[src/rtl/sirs_agent_interaction_assert.svh]
// Assertion macros for the SIRS agent interaction block.
`ifndef SIRS_AGENT_INTERACTION_ASSERT_SVH
`define SIRS_AGENT_INTERACTION_ASSERT_SVH

`ifndef NO_ASSERTIONS

// Checks that prop holds at every rising clock edge outside reset.
`define SIA_ASSERT(label, prop, msg) \
    label: assert property (@(posedge i_clk) disable iff (!i_rst_n) (prop)) else $error(msg);

// Checks that cons holds in the cycle after ante.
`define SIA_ASSERT_NEXT(label, ante, cons, msg) \
    label: assert property (@(posedge i_clk) disable iff (!i_rst_n) (ante) |=> (cons)) \
        else $error(msg);

`else

`define SIA_ASSERT(label, prop, msg)

`define SIA_ASSERT_NEXT(label, ante, cons, msg)

`endif

`endif

[src/rtl/sia_pkg.sv]
// Shared types, codes and constants of the SIRS agent interaction block.
`timescale 1ns / 1ps

package sia_pkg;

    localparam int AGENT_W  = 11;
    localparam int DRAW_W   = 16;
    localparam int PROB_W   = 17;
    localparam int HEALTH_W = 2;
    localparam int COUNT_W  = 12;
    localparam int APB_AW   = 5;
    localparam int APB_DW   = 32;
    localparam int REG_IDX_W = 3;

    localparam int POP_SIZE_DEF = 2048;

    localparam logic [PROB_W-1:0] BASE_INFECT_RST = 17'd3277;
    localparam logic [PROB_W-1:0] NOISE_RST       = 17'd9830;
    localparam logic [PROB_W-1:0] RECOVER_RST     = 17'd983;
    localparam logic [PROB_W-1:0] RETURN_RST      = 17'd1311;

    localparam logic [HEALTH_W-1:0] HEALTH_SUSC = 2'd0;
    localparam logic [HEALTH_W-1:0] HEALTH_INF  = 2'd1;
    localparam logic [HEALTH_W-1:0] HEALTH_REC  = 2'd2;

    localparam logic OP_STEP = 1'b0;
    localparam logic OP_LOAD = 1'b1;

    localparam logic [REG_IDX_W-1:0] REG_BASE_INFECT = 3'd0;
    localparam logic [REG_IDX_W-1:0] REG_NOISE       = 3'd1;
    localparam logic [REG_IDX_W-1:0] REG_RECOVER     = 3'd2;
    localparam logic [REG_IDX_W-1:0] REG_RETURN      = 3'd3;
    localparam logic [REG_IDX_W-1:0] REG_SIR_ONLY    = 3'd4;
    localparam logic [REG_IDX_W-1:0] REG_RING_MODE   = 3'd5;

    typedef struct packed {
        logic                op;
        logic [AGENT_W-1:0]  agent;
        logic [AGENT_W-1:0]  partner;
        logic                go_left;
        logic [DRAW_W-1:0]   noise_draw;
        logic [DRAW_W-1:0]   infect_draw;
        logic [DRAW_W-1:0]   recover_draw;
        logic [DRAW_W-1:0]   return_draw;
        logic [HEALTH_W-1:0] load_state;
    } t_in_item;

    typedef struct packed {
        logic                accepted;
        logic [HEALTH_W-1:0] agent_state;
        logic [HEALTH_W-1:0] partner_state;
        logic [COUNT_W-1:0]  susceptible_count;
        logic [COUNT_W-1:0]  infected_count;
        logic [COUNT_W-1:0]  recovered_count;
    } t_out_item;

    typedef struct packed {
        logic [PROB_W-1:0] base_infect_prob;
        logic [PROB_W-1:0] noise_prob;
        logic [PROB_W-1:0] recover_prob;
        logic [PROB_W-1:0] return_prob;
        logic              sir_only;
        logic              ring_mode;
    } t_cfg;

    typedef struct packed {
        logic latch;
        logic clear_wr;
        logic rd;
        logic wr_agent;
        logic wr_partner;
        logic out_load;
    } t_dp_cmd;

    typedef struct packed {
        logic clear_last;
        logic item_ok;
        logic is_load;
    } t_dp_status;

endpackage

[src/rtl/sia_ctrl.sv]
// Controller state machine: clearing pass and per-request store sequence.
`timescale 1ns / 1ps

module sia_ctrl import sia_pkg::*; (
    input  logic       i_clk,
    input  logic       i_rst_n,
    input  logic       i_in_valid,
    output logic       o_in_ready,
    output logic       o_out_valid,
    input  logic       i_out_ready,
    input  t_dp_status i_status,
    output t_dp_cmd    o_cmd
);

    typedef enum logic [2:0] {
        ST_CLEAR,
        ST_IDLE,
        ST_READ,
        ST_EVAL,
        ST_PART,
        ST_DONE
    } t_state;

    t_state r_state;
    t_state n_state;
    logic   r_out_valid;
    logic   n_out_valid;

    always_comb begin
        n_state     = r_state;
        n_out_valid = r_out_valid && !i_out_ready;
        o_cmd       = '0;
        case (r_state)
            ST_CLEAR: begin
                o_cmd.clear_wr = 1'b1;
                if (i_status.clear_last) begin
                    n_state = ST_IDLE;
                end
            end
            ST_IDLE: begin
                if (i_in_valid) begin
                    o_cmd.latch = 1'b1;
                    n_state     = ST_READ;
                end
            end
            ST_READ: begin
                o_cmd.rd = 1'b1;
                n_state  = i_status.item_ok ? ST_EVAL : ST_DONE;
            end
            ST_EVAL: begin
                o_cmd.wr_agent = 1'b1;
                n_state        = i_status.is_load ? ST_DONE : ST_PART;
            end
            ST_PART: begin
                o_cmd.wr_partner = 1'b1;
                n_state          = ST_DONE;
            end
            ST_DONE: begin
                // Wait here until the output register is free or being emptied.
                if (!r_out_valid || i_out_ready) begin
                    o_cmd.out_load = 1'b1;
                    n_out_valid    = 1'b1;
                    n_state        = ST_IDLE;
                end
            end
            default: n_state = ST_IDLE;
        endcase
    end

    always_ff @(posedge i_clk) begin
        if (!i_rst_n) begin
            r_state     <= ST_CLEAR;
            r_out_valid <= 1'b0;
        end else begin
            r_state     <= n_state;
            r_out_valid <= n_out_valid;
        end
    end

    assign o_in_ready  = (r_state == ST_IDLE);
    assign o_out_valid = r_out_valid;

endmodule

[config.mk]
export PLATFORM = sky130hd
export DESIGN_NAME = sia_ctrl
export DESIGN_NICKNAME = d
export VERILOG_FILES = /design/src/rtl/sirs_agent_interaction_assert.svh /design/src/rtl/sia_pkg.sv /design/src/rtl/sia_ctrl.sv
export SDC_FILE = /design/constraint.sdc
export NUM_CORES = 1
export LEC_CHECK = 0
export BUFFER_PORTS_ARGS = -buffer_cell sky130_fd_sc_hd__buf_2
export CORE_AREA = 4 4 41 43
export CTS_BUF_LIST = sky130_fd_sc_hd__clkbuf_4
export CTS_CLUSTER_DIAMETER = 80
export CTS_CLUSTER_SIZE = 14
export DETAILED_ROUTE_END_ITERATION = 8
export DIE_AREA = 0 0 45 47
export MAX_ROUTING_LAYER = met4
export PLACE_DENSITY_LB_ADDON = 0.05
export SYNTH_ARGS = -nofsm -noshare
export SYNTH_HDL_FRONTEND = slang
export SYNTH_SLANG_ARGS = --single-unit
[constraint.sdc]
create_clock -name i_clk -period 1 [get_ports i_clk]
set_input_delay 0.15 -clock i_clk [delete_from_list [all_inputs] [get_ports i_clk]]
set_output_delay 0.15 -clock i_clk [all_outputs]
set_load 0.01 [all_outputs]
==> summary.md <==
The run finished, with violations left. The final reports fail on setup timing. The worst pin sits at a relative slew slack of 88.4%. The total power divided by cell area works out to 1150 nW/um2.

The number of inserted filler cells in the final layout was 155; the utilization of the core after routing was 36.6%. TritonCTS built the clock tree. Final critical-path required period: 1190 ps. The number of sinks on the clock net was 4; the post-synthesis instance total was 30. The logs give 2 for the worst-case clock buffer depth and 1 for the CTS H-tree depth. The repair_antennas step left the layout with diodes totalling 0. The residual overflow from global routing was 0.

The tools report the starting density of the core as 19.0%. The run gives 1400 um as the global-route wire length before repair. The maximum number of pins on one net before global-route repair was 8; the register bit count reported by yosys was 4. Compared with the post-synthesis result, the final layout area differs by 92.4%. The cell row count is 13. The die covers 2120 um2. For this run, the number of standard cells in the final layout without fillers is 69. Summing the areas of all fa, ha and maj instances in the mapped netlist gives 0% of the synthesized area. By area the synthesized netlist is led by sky130_fd_sc_hd__dfxtp_1 32%, sky130_fd_sc_hd__nand3b_1 6.1%, sky130_fd_sc_hd__nand2b_4 5.6%. The tools report the hold violation total from the final report as 0. Before antenna repair, the detailed router went through 2 iterations.

The mean number of vias per cell works out to 4.48. The design draws 549 uW. Of the total synthesized cell area, the portion taken by XOR and XNOR cells is 0%. The y dimension of the die is 47 um. The routed layout has 309 vias. Static timing analysis puts the maximum clock frequency at 843 MHz.

sky130_fd_sc_hd__dfxtp_1 takes more of the synthesized area than any other cell. The final layout contains routed wiring with a total length of 832 um. Setup total negative slack on the finished layout was measured at -1090 ps. The dominant combinational cell family by area after synthesis was simple AND/OR/NAND/NOR gates. For the netlist area before placement, the log shows 248 um2. The worst setup path is launched from a flop.

On the final layout, the worst hold slack is 181 ps. Between clock sinks in the finished design, the worst skew comes to 3.10 ps. The per-cell routed wire length works out to 12.1 um. After detailed placement, the design holds a cell count of 61.

The worst-path maximum fanout works out to 5. For the yosys synthesis warning count, the log shows 0. The count of unresolved DRC violations after routing was 0; the remaining antenna violation count after routing was 0.

The worst setup path category is flop to output port. The clock-pin slew reported for the worst setup and hold paths after clock tree synthesis works out to 30 ps. In this run the tool buffered the top-level ports with 14 buffer cells.

The hold buffer count at CTS is 0. The count of maximum capacitance violations was 0. The die is 45 um wide. The number of buffer and inverter instances along the worst setup path is 2, and the number of max-slew violations in the final report is 0. In this design, the largest share of critical-path delay is due to flip-flops. Of the total synthesized cell area, the portion taken by AND, OR, NAND and NOR gates is 40.4%. The boundary pin count is 15, and the final critical-path share of the clock period is 119%.

The tools report the overall fraction of global-route tracks in use as 10.0%. The mean instance size in the synthesized netlist works out to 8.26 um2. The via count of the first global-routing pass is 338. Setup repair after global routing could not meet its margin everywhere.

The share of synthesized area in the top cell type comes to 32.3%. Clock tree synthesis inserted a total of 3 buffers. Leaving out fill and tap cells, the most frequent cell in the layout is sky130_fd_sc_hd__buf_2. For this design the static power due to leakage is 0.000214 uW.

The initial antenna violation count was 0. Across the VDD grid, the largest voltage drop is 0.000773 V. The clock tree root buffer cell was sky130_fd_sc_hd__clkbuf_4.

The slew at the pin closest to its max-slew limit is 172 ps. The signal on the critical path passes through inv_4, nor3_4, and2_4, buf_6. The min-delay analysis places its worst path in the category input pin to flop. Detailed placement finished with a half-perimeter wire length of 572 um. Fraction of the yosys area taken by sequential cells: 32.3%.

At the end of the flow, the number of nets in the layout was 63. Proportion of layout cells with a drive suffix above 1: 68.5%. The worst setup path is captured at an output port. The library cells used most frequently in the layout, excluding fill and tap cells, are 12 x sky130_fd_sc_hd__buf_2, 5 x sky130_fd_sc_hd__buf_6, 5 x sky130_fd_sc_hd__buf_4, 3 x sky130_fd_sc_hd__clkbuf_4, 3 x sky130_fd_sc_hd__dfxtp_4. Multiplexer cells account for 0% of the synthesized area. For the final estimated routing congestion in global placement, the log shows 0.731. The floorplan step defined a core boundary enclosing 1300 um2. Synthesis instantiated 22 different standard cells from the library.

For this block, the initial DRC count from the detailed router was 2. Counting every net in the synthesized netlist gives 37. The run gives 240 ps as the later-pin clock latency in the skew report.

For the worst path setup slack after routing, the log shows -187 ps. Data arrives at the worst endpoint at 1040 ps. The slowest stage of the critical path is the sky130_fd_sc_hd__dfxtp_4 cell.

The post-synthesis compound-gate area fraction was 20.7%; the required time at the worst-slack endpoint was 850 ps. The total of endpoints with negative setup slack in the final report was 8; the critical path's largest stage delay was 380 ps.
==> where the power goes <==
part	switching (uW)	total (uW)	internal [uW]
logic	72.3	163	90.2
clock network	66.9	201	134
registers	17.4	185	168
total	157	549	392
==> final cells by class <==
cell class                 instances  area [um2]  area share (%)
tap                               15        18.8            3.94
timing repair buffer              23         158            33.1
multi-input combinational         23         180            37.8
sequential                         4        91.3            19.2
inverter                           1        6.26            1.31
clock buffer                       3        22.5            4.72
==> flip-flops by register name (all words and copies together) (netlist names) <==
register	flops
r_state	3
o_out_valid	1
==> cell usage after synthesis, drive strengths merged <==
cell type  n
and3b      1
o31ai      1
nor3b      1
nor3       2
nor2b      1
nand3b     2
a21oi      3
and2       1
nand2b     3
nand2      1
inv        1
buf        2
o21a       1
dfxtp      4
a21boi     1
nor2       3
o21ai      2
==> path summary, 6_finish.rpt <==
kind	start	to	slack (ps)	depth (start not counted)
worst max register to register	r_state[1]	r_state[2]	-10	5
worst min-delay path	i_rst_n	r_state[0]	180	3
worst max-delay path	r_state[0]	o_cmd[5]	-190	4
worst min register to register	o_out_valid	o_out_valid	540	2
==> through the flow <==
stage | worst slack [ps] | area [um2]
6_report | -187 | 477
4_1_cts | -200 | 435
5_1_grt | -275 | 477
3_3_place_gp | -56.7 | 363
3_5_place_dp | -43.0 | 363
2_1_floorplan | -5.10 | 256
==> cells by family after synthesis <==
family | Yosys count
buffers and inverters | 3
and+or+nand+nor | 15
AOI/OAI and AO/OA | 8
DFF | 4
==> worst reg2reg max path, cell delays in order (launching register included) <==
cell and delay, ps:
sky130_fd_sc_hd__dfxtp_4 360, sky130_fd_sc_hd__buf_4 140, sky130_fd_sc_hd__nand2b_4 100, sky130_fd_sc_hd__buf_6 100, sky130_fd_sc_hd__a21oi_2 30, sky130_fd_sc_hd__o21a_1 180
==> per-layer routing <==
layer / part of all wire, % / global-route usage [%] / vias up
met1: 38 / 9.28 / 142
met3: 8.7 / 5.75 / 0
met5: 0 / - / -
met2: 53 / 16.4 / 16
met4: 0 / 5.26 / 0
li1: - / - / 151
==> repair_timing <==
item | CTS | global route
endpoints found under the setup margin | 9 | 8
pin swaps | 2 | 2
endpoints found under the hold margin | 0 | 0
buffers inserted | 3 | 2
gates resized for setup | 11 | 6
Power figures use the tool's default switching activity.
