### config.mk
export PLATFORM = sky130hd
export DESIGN_NAME = sia_regs
export DESIGN_NICKNAME = d
export VERILOG_FILES = /design/src/rtl/sirs_agent_interaction_assert.svh /design/src/rtl/sia_pkg.sv /design/src/rtl/sia_regs.sv
export SDC_FILE = /design/constraint.sdc
export NUM_CORES = 1
export LEC_CHECK = 0
export BUFFER_PORTS_ARGS = -buffer_cell sky130_fd_sc_hd__buf_4
export CORE_MARGIN = 3
export CORE_UTILIZATION = 25
export CTS_BUF_LIST = sky130_fd_sc_hd__clkbuf_8
export CTS_CLUSTER_DIAMETER = 30
export CTS_CLUSTER_SIZE = 40
export DETAILED_ROUTE_END_ITERATION = 6
export MAX_ROUTING_LAYER = met4
export SYNTH_ARGS = -nofsm -noshare
export SYNTH_HDL_FRONTEND = slang
export SYNTH_SLANG_ARGS = --single-unit
### constraint.sdc
create_clock -name i_clk -period 1.1 [get_ports i_clk]
set_clock_uncertainty 0.15 [all_clocks]
set_input_delay 0.055 -clock i_clk [delete_from_list [all_inputs] [get_ports i_clk]]
set_output_delay 0.055 -clock i_clk [all_outputs]
set_load 0.02 [all_outputs]
### src/rtl/sirs_agent_interaction_assert.svh
// Assertion macros for the SIRS agent interaction block.
`ifndef SIRS_AGENT_INTERACTION_ASSERT_SVH
`define SIRS_AGENT_INTERACTION_ASSERT_SVH

`ifndef NO_ASSERTIONS

// Checks that prop holds at every rising clock edge outside reset.
`define SIA_ASSERT(label, prop, msg) \
    label: assert property (@(posedge i_clk) disable iff (!i_rst_n) (prop)) else $error(msg);

// Checks that cons holds in the cycle after ante.
`define SIA_ASSERT_NEXT(label, ante, cons, msg) \
    label: assert property (@(posedge i_clk) disable iff (!i_rst_n) (ante) |=> (cons)) \
        else $error(msg);

`else

`define SIA_ASSERT(label, prop, msg)

`define SIA_ASSERT_NEXT(label, ante, cons, msg)

`endif

`endif

### src/rtl/sia_pkg.sv
// Shared types, codes and constants of the SIRS agent interaction block.
`timescale 1ns / 1ps

package sia_pkg;

    localparam int AGENT_W  = 11;
    localparam int DRAW_W   = 16;
    localparam int PROB_W   = 17;
    localparam int HEALTH_W = 2;
    localparam int COUNT_W  = 12;
    localparam int APB_AW   = 5;
    localparam int APB_DW   = 32;
    localparam int REG_IDX_W = 3;

    localparam int POP_SIZE_DEF = 2048;

    localparam logic [PROB_W-1:0] BASE_INFECT_RST = 17'd3277;
    localparam logic [PROB_W-1:0] NOISE_RST       = 17'd9830;
    localparam logic [PROB_W-1:0] RECOVER_RST     = 17'd983;
    localparam logic [PROB_W-1:0] RETURN_RST      = 17'd1311;

    localparam logic [HEALTH_W-1:0] HEALTH_SUSC = 2'd0;
    localparam logic [HEALTH_W-1:0] HEALTH_INF  = 2'd1;
    localparam logic [HEALTH_W-1:0] HEALTH_REC  = 2'd2;

    localparam logic OP_STEP = 1'b0;
    localparam logic OP_LOAD = 1'b1;

    localparam logic [REG_IDX_W-1:0] REG_BASE_INFECT = 3'd0;
    localparam logic [REG_IDX_W-1:0] REG_NOISE       = 3'd1;
    localparam logic [REG_IDX_W-1:0] REG_RECOVER     = 3'd2;
    localparam logic [REG_IDX_W-1:0] REG_RETURN      = 3'd3;
    localparam logic [REG_IDX_W-1:0] REG_SIR_ONLY    = 3'd4;
    localparam logic [REG_IDX_W-1:0] REG_RING_MODE   = 3'd5;

    typedef struct packed {
        logic                op;
        logic [AGENT_W-1:0]  agent;
        logic [AGENT_W-1:0]  partner;
        logic                go_left;
        logic [DRAW_W-1:0]   noise_draw;
        logic [DRAW_W-1:0]   infect_draw;
        logic [DRAW_W-1:0]   recover_draw;
        logic [DRAW_W-1:0]   return_draw;
        logic [HEALTH_W-1:0] load_state;
    } t_in_item;

    typedef struct packed {
        logic                accepted;
        logic [HEALTH_W-1:0] agent_state;
        logic [HEALTH_W-1:0] partner_state;
        logic [COUNT_W-1:0]  susceptible_count;
        logic [COUNT_W-1:0]  infected_count;
        logic [COUNT_W-1:0]  recovered_count;
    } t_out_item;

    typedef struct packed {
        logic [PROB_W-1:0] base_infect_prob;
        logic [PROB_W-1:0] noise_prob;
        logic [PROB_W-1:0] recover_prob;
        logic [PROB_W-1:0] return_prob;
        logic              sir_only;
        logic              ring_mode;
    } t_cfg;

    typedef struct packed {
        logic latch;
        logic clear_wr;
        logic rd;
        logic wr_agent;
        logic wr_partner;
        logic out_load;
    } t_dp_cmd;

    typedef struct packed {
        logic clear_last;
        logic item_ok;
        logic is_load;
    } t_dp_status;

endpackage

### src/rtl/sia_regs.sv
// APB configuration registers of the SIRS agent interaction block.
`timescale 1ns / 1ps

module sia_regs import sia_pkg::*; (
    input  logic              i_clk,
    input  logic              i_rst_n,
    input  logic              psel,
    input  logic              penable,
    input  logic              pwrite,
    input  logic [APB_AW-1:0] paddr,
    input  logic [APB_DW-1:0] pwdata,
    output logic [APB_DW-1:0] prdata,
    output logic              pready,
    output t_cfg              o_cfg
);

    t_cfg r_cfg;
    logic [REG_IDX_W-1:0] reg_idx;

    assign reg_idx = paddr[APB_AW-1:2];
    assign pready  = 1'b1;
    assign o_cfg   = r_cfg;

    always_ff @(posedge i_clk) begin
        if (!i_rst_n) begin
            r_cfg.base_infect_prob <= BASE_INFECT_RST;
            r_cfg.noise_prob       <= NOISE_RST;
            r_cfg.recover_prob     <= RECOVER_RST;
            r_cfg.return_prob      <= RETURN_RST;
            r_cfg.sir_only         <= 1'b0;
            r_cfg.ring_mode        <= 1'b0;
        end else if (psel && penable && pwrite) begin
            case (reg_idx)
                REG_BASE_INFECT: r_cfg.base_infect_prob <= pwdata[PROB_W-1:0];
                REG_NOISE:       r_cfg.noise_prob       <= pwdata[PROB_W-1:0];
                REG_RECOVER:     r_cfg.recover_prob     <= pwdata[PROB_W-1:0];
                REG_RETURN:      r_cfg.return_prob      <= pwdata[PROB_W-1:0];
                REG_SIR_ONLY:    r_cfg.sir_only         <= pwdata[0];
                REG_RING_MODE:   r_cfg.ring_mode        <= pwdata[0];
                default: ;
            endcase
        end
    end

    always_comb begin
        case (reg_idx)
            REG_BASE_INFECT: prdata = APB_DW'(r_cfg.base_infect_prob);
            REG_NOISE:       prdata = APB_DW'(r_cfg.noise_prob);
            REG_RECOVER:     prdata = APB_DW'(r_cfg.recover_prob);
            REG_RETURN:      prdata = APB_DW'(r_cfg.return_prob);
            REG_SIR_ONLY:    prdata = APB_DW'(r_cfg.sir_only);
            REG_RING_MODE:   prdata = APB_DW'(r_cfg.ring_mode);
            default:         prdata = '0;
        endcase
    end

endmodule

==> flow_summary.yaml, run 1 <==
status:
  status: "complete, but fails checks"
  violations: "setup timing"
detailed_routing:
  drcViolationCount: 0
  drt-total-wl_mm: 12.4
  wl_per_cell_um: 16.5
  drtIter0Drc: 146
  drtAntennaViolNets: 0
  vias: 3298
  drt-pass1-iter-count: 4
  via_per_inst: 4.39
finish:
  final_common_cell: "buf_6"
  largest_reg_flops: 70
  syn_to_final_growth_pct: 87.1
  fin_util: 0.487
  final_area_um2: 6580
  n_antenna_cell: 0
  finalNetCount: 612
  num-fill-cells: 1223
  final_cell_mix: "buf_6 (162), dfxtp_2 (70), mux2i_1 (65), buf_4 (62), nand2_1 (55)"
  drive_above_1_share: 0.621
  final_cells: 751
synthesis:
  synth_edf_count: 0
  synth-seq-cells: 70
  yosysTopAreaCell: "dfxtp_1"
  yosysWarnings: 0
  synth.area.top_cells: "dfxtp_1 (40%), mux2i_1 (19%), mux4_2 (11%), nor2b_1 (9.1%), nand2_1 (5.9%)"
  netlist_instances: 331
  seq_area_frac_synth: 0.399
  async_flop_share: 0
  synthesis.area_per_instance_um2: 10.6
  syn_area_um2: 3520
  synth_cell_types: 31
  synth_ff_type: "dfxtp_1"
  synth_top_area_frac: 0.399
pwr:
  p_seq_frac: 0.477
  p_leak_nw: 3.07
  power_density_nw_per_um2: 819
  intPower_mw: 4.00
  ir_drop_v: 0.000433
  p_sw_mw: 1.39
  switching_share: 0.258
  clockPowerShare: 0.354
  comb_power_share: 0.169
setup_path:
  worstPathCellList: "mux4_2 > mux2_4 > buf_6"
  cp_max_fo: 2
  worst_path_max_delay_cell: "mux4_2"
  start_kind: "register"
  endpoint_kind: "primary output"
  rr_worst_depth: 4
  criticalPathCategory: "register to primary output"
  slowest_delay_ns: 0.47
  critPathArrivalTime_ns: 1.59
  crit_required_ns: 0.89
global_routing:
  antenna_found_initial: 0
  gr-total-overflow: 0
  grt_pass1_vias: 3492
  grt_pass1_wl_mm: 18.7
  grt_max_degree: 59
  grt.total_usage: 0.159
clock_network:
  clockRootBuffer: "clkbuf_8"
  htree_levels: 3
  cts_sinks: 70
  cts-buffers-inserted: 9
  clk_latency_ns: 0.36
  path_clk_slew_ns: 0.07
  cts_tree: "yes"
  cts.path.max_buffers: 2
floorplanning:
  die_h_um: 125
  initial_core_util: 0.260
  fp-row-count: 42
  core_area_um2: 13500
  pin_count: 145
  die_x_um: 125
  die-area_um2: 15500
place:
  pre_cts_slack_ns: -0.431
  dp_hpwl_mm: 8.33
  gp_congestion: 0.743
  io_buffers: 111
  dp_cells: 692
  place_area_um2: 5400
timing:
  max_freq_mhz: 559
  slew_violations: 0
  rsz0062_at_grt: "yes"
  fin_hold_ws_ns: 0.00529
  min_period_ns: 1.79
  hold_viol_final: 0
  fin_ws_ns: -0.690
  fin_crit_sh: 1.63
  setup_viol: 87
hold_path:
  hold_depth: 4
  hold_path_class: "primary input to register"
run:
  maxCapViolCount: 0
==> critical path: cells and delay by family (launching register included) <==
family   cells  cell delay (ns)
flops        1             0.33
mux          2             0.76
buf+inv      1             0.13
==> Yosys cell counts, types with 2 or more instances <==
cell	count
mux4_2	17
nand3_1	2
dfxtp_1	70
buf_2	8
o211ai_1	3
o21ai_0	2
inv_1	4
conb_1	2
o311ai_0	3
buf_6	8
mux2i_1	65
buf_4	18
nor2b_1	51
nand2_1	55
clkbuf_1	7
==> what timing repair did <==
action	in CTS	in global routing
hold buffers	22	1
setup endpoints to repair	89	101
setup buffers	14	43
endpoints found under the hold margin	70	1
resized for setup	159	34
==> per-stage QoR <==
step	total power, mW	TNS (ns)
2_1_floorplan	3.15	-1.24
5_1_grt	5.69	-15.14
3_5_place_dp	3.40	-25.32
3_3_place_gp	3.39	-24.50
4_1_cts	5.46	-14.24
6_report	5.39	-10.54
==> layout make-up <==
class,instances,area (µm²),area share
timing repair buffer,255,2690,0.408
multi-input combinational,230,1990,0.302
sequential,70,1490,0.226
tap,176,220,0.0335
clock buffer,12,165,0.0251
clock inverter,4,15.0,0.00228
inverter,4,15.0,0.00228
==> routing by layer <==
metal	global-route usage	part of all wire	vias to the layer above
met1	0.184	0.42	1603
met5	-	0	-
li1	-	-	1583
met4	0.0451	0.015	0
met2	0.263	0.51	97
met3	0.0532	0.053	15
==> path summary, 6_finish.rpt <==
| kind | from | end | slack (ns) |
|---|---|---|---|
| worst max register to register | o_cfg[1]$_SDFFE_PN0P_ | o_cfg[1]$_SDFFE_PN0P_ | 0.03 |
| worst max-delay path | o_cfg[1]$_SDFFE_PN0P_ | prdata[0] | -0.69 |
| worst min-delay path | paddr[4] | o_cfg[0]$_SDFFE_PN0P_ | 0.005 |
| worst min register to register | o_cfg[69]$_SDFFE_PN0P_ | o_cfg[69]$_SDFFE_PN0P_ | 0.42 |
==> kinds of logic after synthesis <==
family / share of synthesized area
multiplexers: 0.297
other: 0.00214
AO/OA/AOI/OAI: 0.0214
buffers and inverters: 0.0872
AND/OR/NAND/NOR: 0.194
flip-flops: 0.399
==> power by group through the flow <==
stage               Combinational [mW]  Sequential, mW  Clock, mW
finish                           0.913            2.57       1.91
global route                     0.976            2.57       2.14
CTS                              0.907            2.57       1.99
detailed placement               0.778            2.62          0
global placement                 0.769            2.62          0
floorplan                        0.498            2.65          0
Power figures use the tool's default switching activity.
==> run 2: changes to the inputs <==
--- a/config.mk
+++ b/config.mk
@@ -12,6 +12,7 @@
 export CTS_CLUSTER_DIAMETER = 30
 export CTS_CLUSTER_SIZE = 40
 export DETAILED_ROUTE_END_ITERATION = 6
+export GPL_TIMING_DRIVEN = 0
 export MAX_ROUTING_LAYER = met4
 export SYNTH_ARGS = -nofsm -noshare
 export SYNTH_HDL_FRONTEND = slang
==> flow_summary.yaml, run 2 (synthesis gave the netlist of run 1 again) <==
timing:
  finalSetupTns_ns: -9.61
  setup_viol: 56
  slew_violations: 0
  min_period_ns: 1.76
  max_freq_mhz: 567
  worst_pin_slew_ns: 0.637
  fin_crit_sh: 1.60
  rsz0062_at_grt: "yes"
  fin_hold_ws_ns: -0.0545
  hold_viol_final: 7
  slew_headroom: 0.575
  fin_ws_ns: -0.664
detailed_routing:
  drt-total-wl_mm: 13.2
  top_layer_used: "met4"
  via_per_inst: 4.45
  drt-pass1-iter-count: 4
  drtAntennaViolNets: 0
  wl_met3_um: 705
  met1_length_mm: 5.77
  vias: 3311
  wl_met2_mm: 6.58
  drtIter0Drc: 178
  wl_per_cell_um: 17.8
  drcViolationCount: 0
finish:
  final_common_cell: "buf_6"
  drive_above_1_share: 0.621
  final_cell_mix: "buf_6 (132), buf_4 (81), dfxtp_2 (70), mux2i_1 (65), nand2_1 (55)"
  num-fill-cells: 1263
  finalNetCount: 605
  n_antenna_cell: 0
  syn_to_final_growth_pct: 81.4
  largest_reg_flops: 70
pwr:
  ir_drop_v: 0.000453
  p_leak_nw: 2.96
  power_density_nw_per_um2: 956
  p_total_mw: 6.10
setup_path:
  criticalPathCategory: "register to primary output"
  endpoint_kind: "primary output"
  critPathArrivalTime_ns: 1.56
  start_kind: "register"
  cp_max_fo: 2
  crit_required_ns: 0.89
clock_network:
  cts.path.max_buffers: 2
  cts_sinks: 70
  clockRootBuffer: "clkbuf_8"
  clk_latency_ns: 0.34
  cts-buffers-inserted: 9
  path_clk_slew_ns: 0.08
  cts_tree: "yes"
  htree_levels: 3
global_routing:
  grt_max_degree: 12
  grt.total_usage: 0.168
  antenna_found_initial: 0
  grt_pass1_wl_mm: 19.7
  gr-total-overflow: 0
  grt_pass1_vias: 3482
place:
  dp_hpwl_mm: 8.75
  io_buffers: 108
  gp_congestion: 0.786
  pre_cts_slack_ns: -0.560
floorplanning:
  die_x_um: 125
  die_h_um: 125
  initial_core_util: 0.260
  fp-row-count: 42
  core_area_um2: 13500
  pin_count: 145
  die-area_um2: 15500
status:
  violations: "hold timing, setup timing"
  status: "complete, but fails checks"
run:
  maxCapViolCount: 0
hold_path:
  hold_path_class: "primary input to register"
-- run 2: changes by cell type in the layout (fill, tap and decap cells not counted), sizes merged --
cell	change
buf	-9
bufinv	+3
clkbuf	+6
dlygate4sd3	-3
dlymetal6s4s	-2
inv	-2
-- run 2: where the power goes --
| group | internal, mW | switching, mW | total [mW] | leakage, nW |
|---|---|---|---|---|
| clock | 1.62 | 0.976 | 2.59 | 0.132 |
| combinational | 0.467 | 0.468 | 0.935 | 2.26 |
| sequential | 2.55 | 0.0156 | 2.57 | 0.572 |
| total | 4.64 | 1.46 | 6.10 | 2.96 |
-- run 2: cell type report --
type                       count  area [µm²]  area share
timing repair buffer         207        2080       0.326
multi-input combinational    230        1990       0.312
sequential                    70        1490       0.234
buffer                        41         330      0.0518
tap                          176         220      0.0345
clock buffer                  11         151      0.0237
clock inverter                 5        97.6      0.0153
inverter                       4        15.0     0.00235
-- run 2: through the flow --
| step | cell area [µm²] | instances | util |
|---|---|---|---|
| after floorplan | 3810 | 345 | - |
| after global placement | 4840 | 629 | 0.358 |
| after detailed placement | 4840 | 629 | 0.358 |
| after CTS | 5990 | 706 | 0.443 |
| after global routing | 6380 | 744 | 0.472 |
| final | 6380 | 744 | 0.472 |
-- run 2: metal layers --
| layer | GRT usage | vias to the layer above |
|---|---|---|
| met5 | - | - |
| met4 | 0.0374 | 0 |
| li1 | - | 1564 |
| met3 | 0.0416 | 12 |
| met1 | 0.212 | 1625 |
| met2 | 0.272 | 110 |
-- run 2: worst max-delay path, stage by stage (launching register included) --
cell     delay, ns
dfxtp_2       0.34
mux4_2        0.46
mux2_4        0.29
buf_6         0.13
-- run 2: worst paths after layout --
path | startpoint | endpoint | slack, ns | depth (start not counted)
setup / recovery | o_cfg[0]$_SDFFE_PN0P_ | prdata[0] | -0.66 | 3
hold / removal | paddr[2] | o_cfg[4]$_SDFFE_PN1P_ | -0.05 | 3
setup reg to reg | o_cfg[41]$_SDFFE_PN1P_ | o_cfg[41]$_SDFFE_PN1P_ | 0.04 | 4
hold reg to reg | o_cfg[29]$_SDFFE_PN0P_ | o_cfg[29]$_SDFFE_PN0P_ | 0.32 | 2
-- run 2: timing repair --
item	CTS	global route
buffers inserted	44	54
endpoints found under the setup margin	45	87
hold endpoints to repair	70	9
hold buffers	17	1
pin swaps	2	3
gates resized for setup	107	45
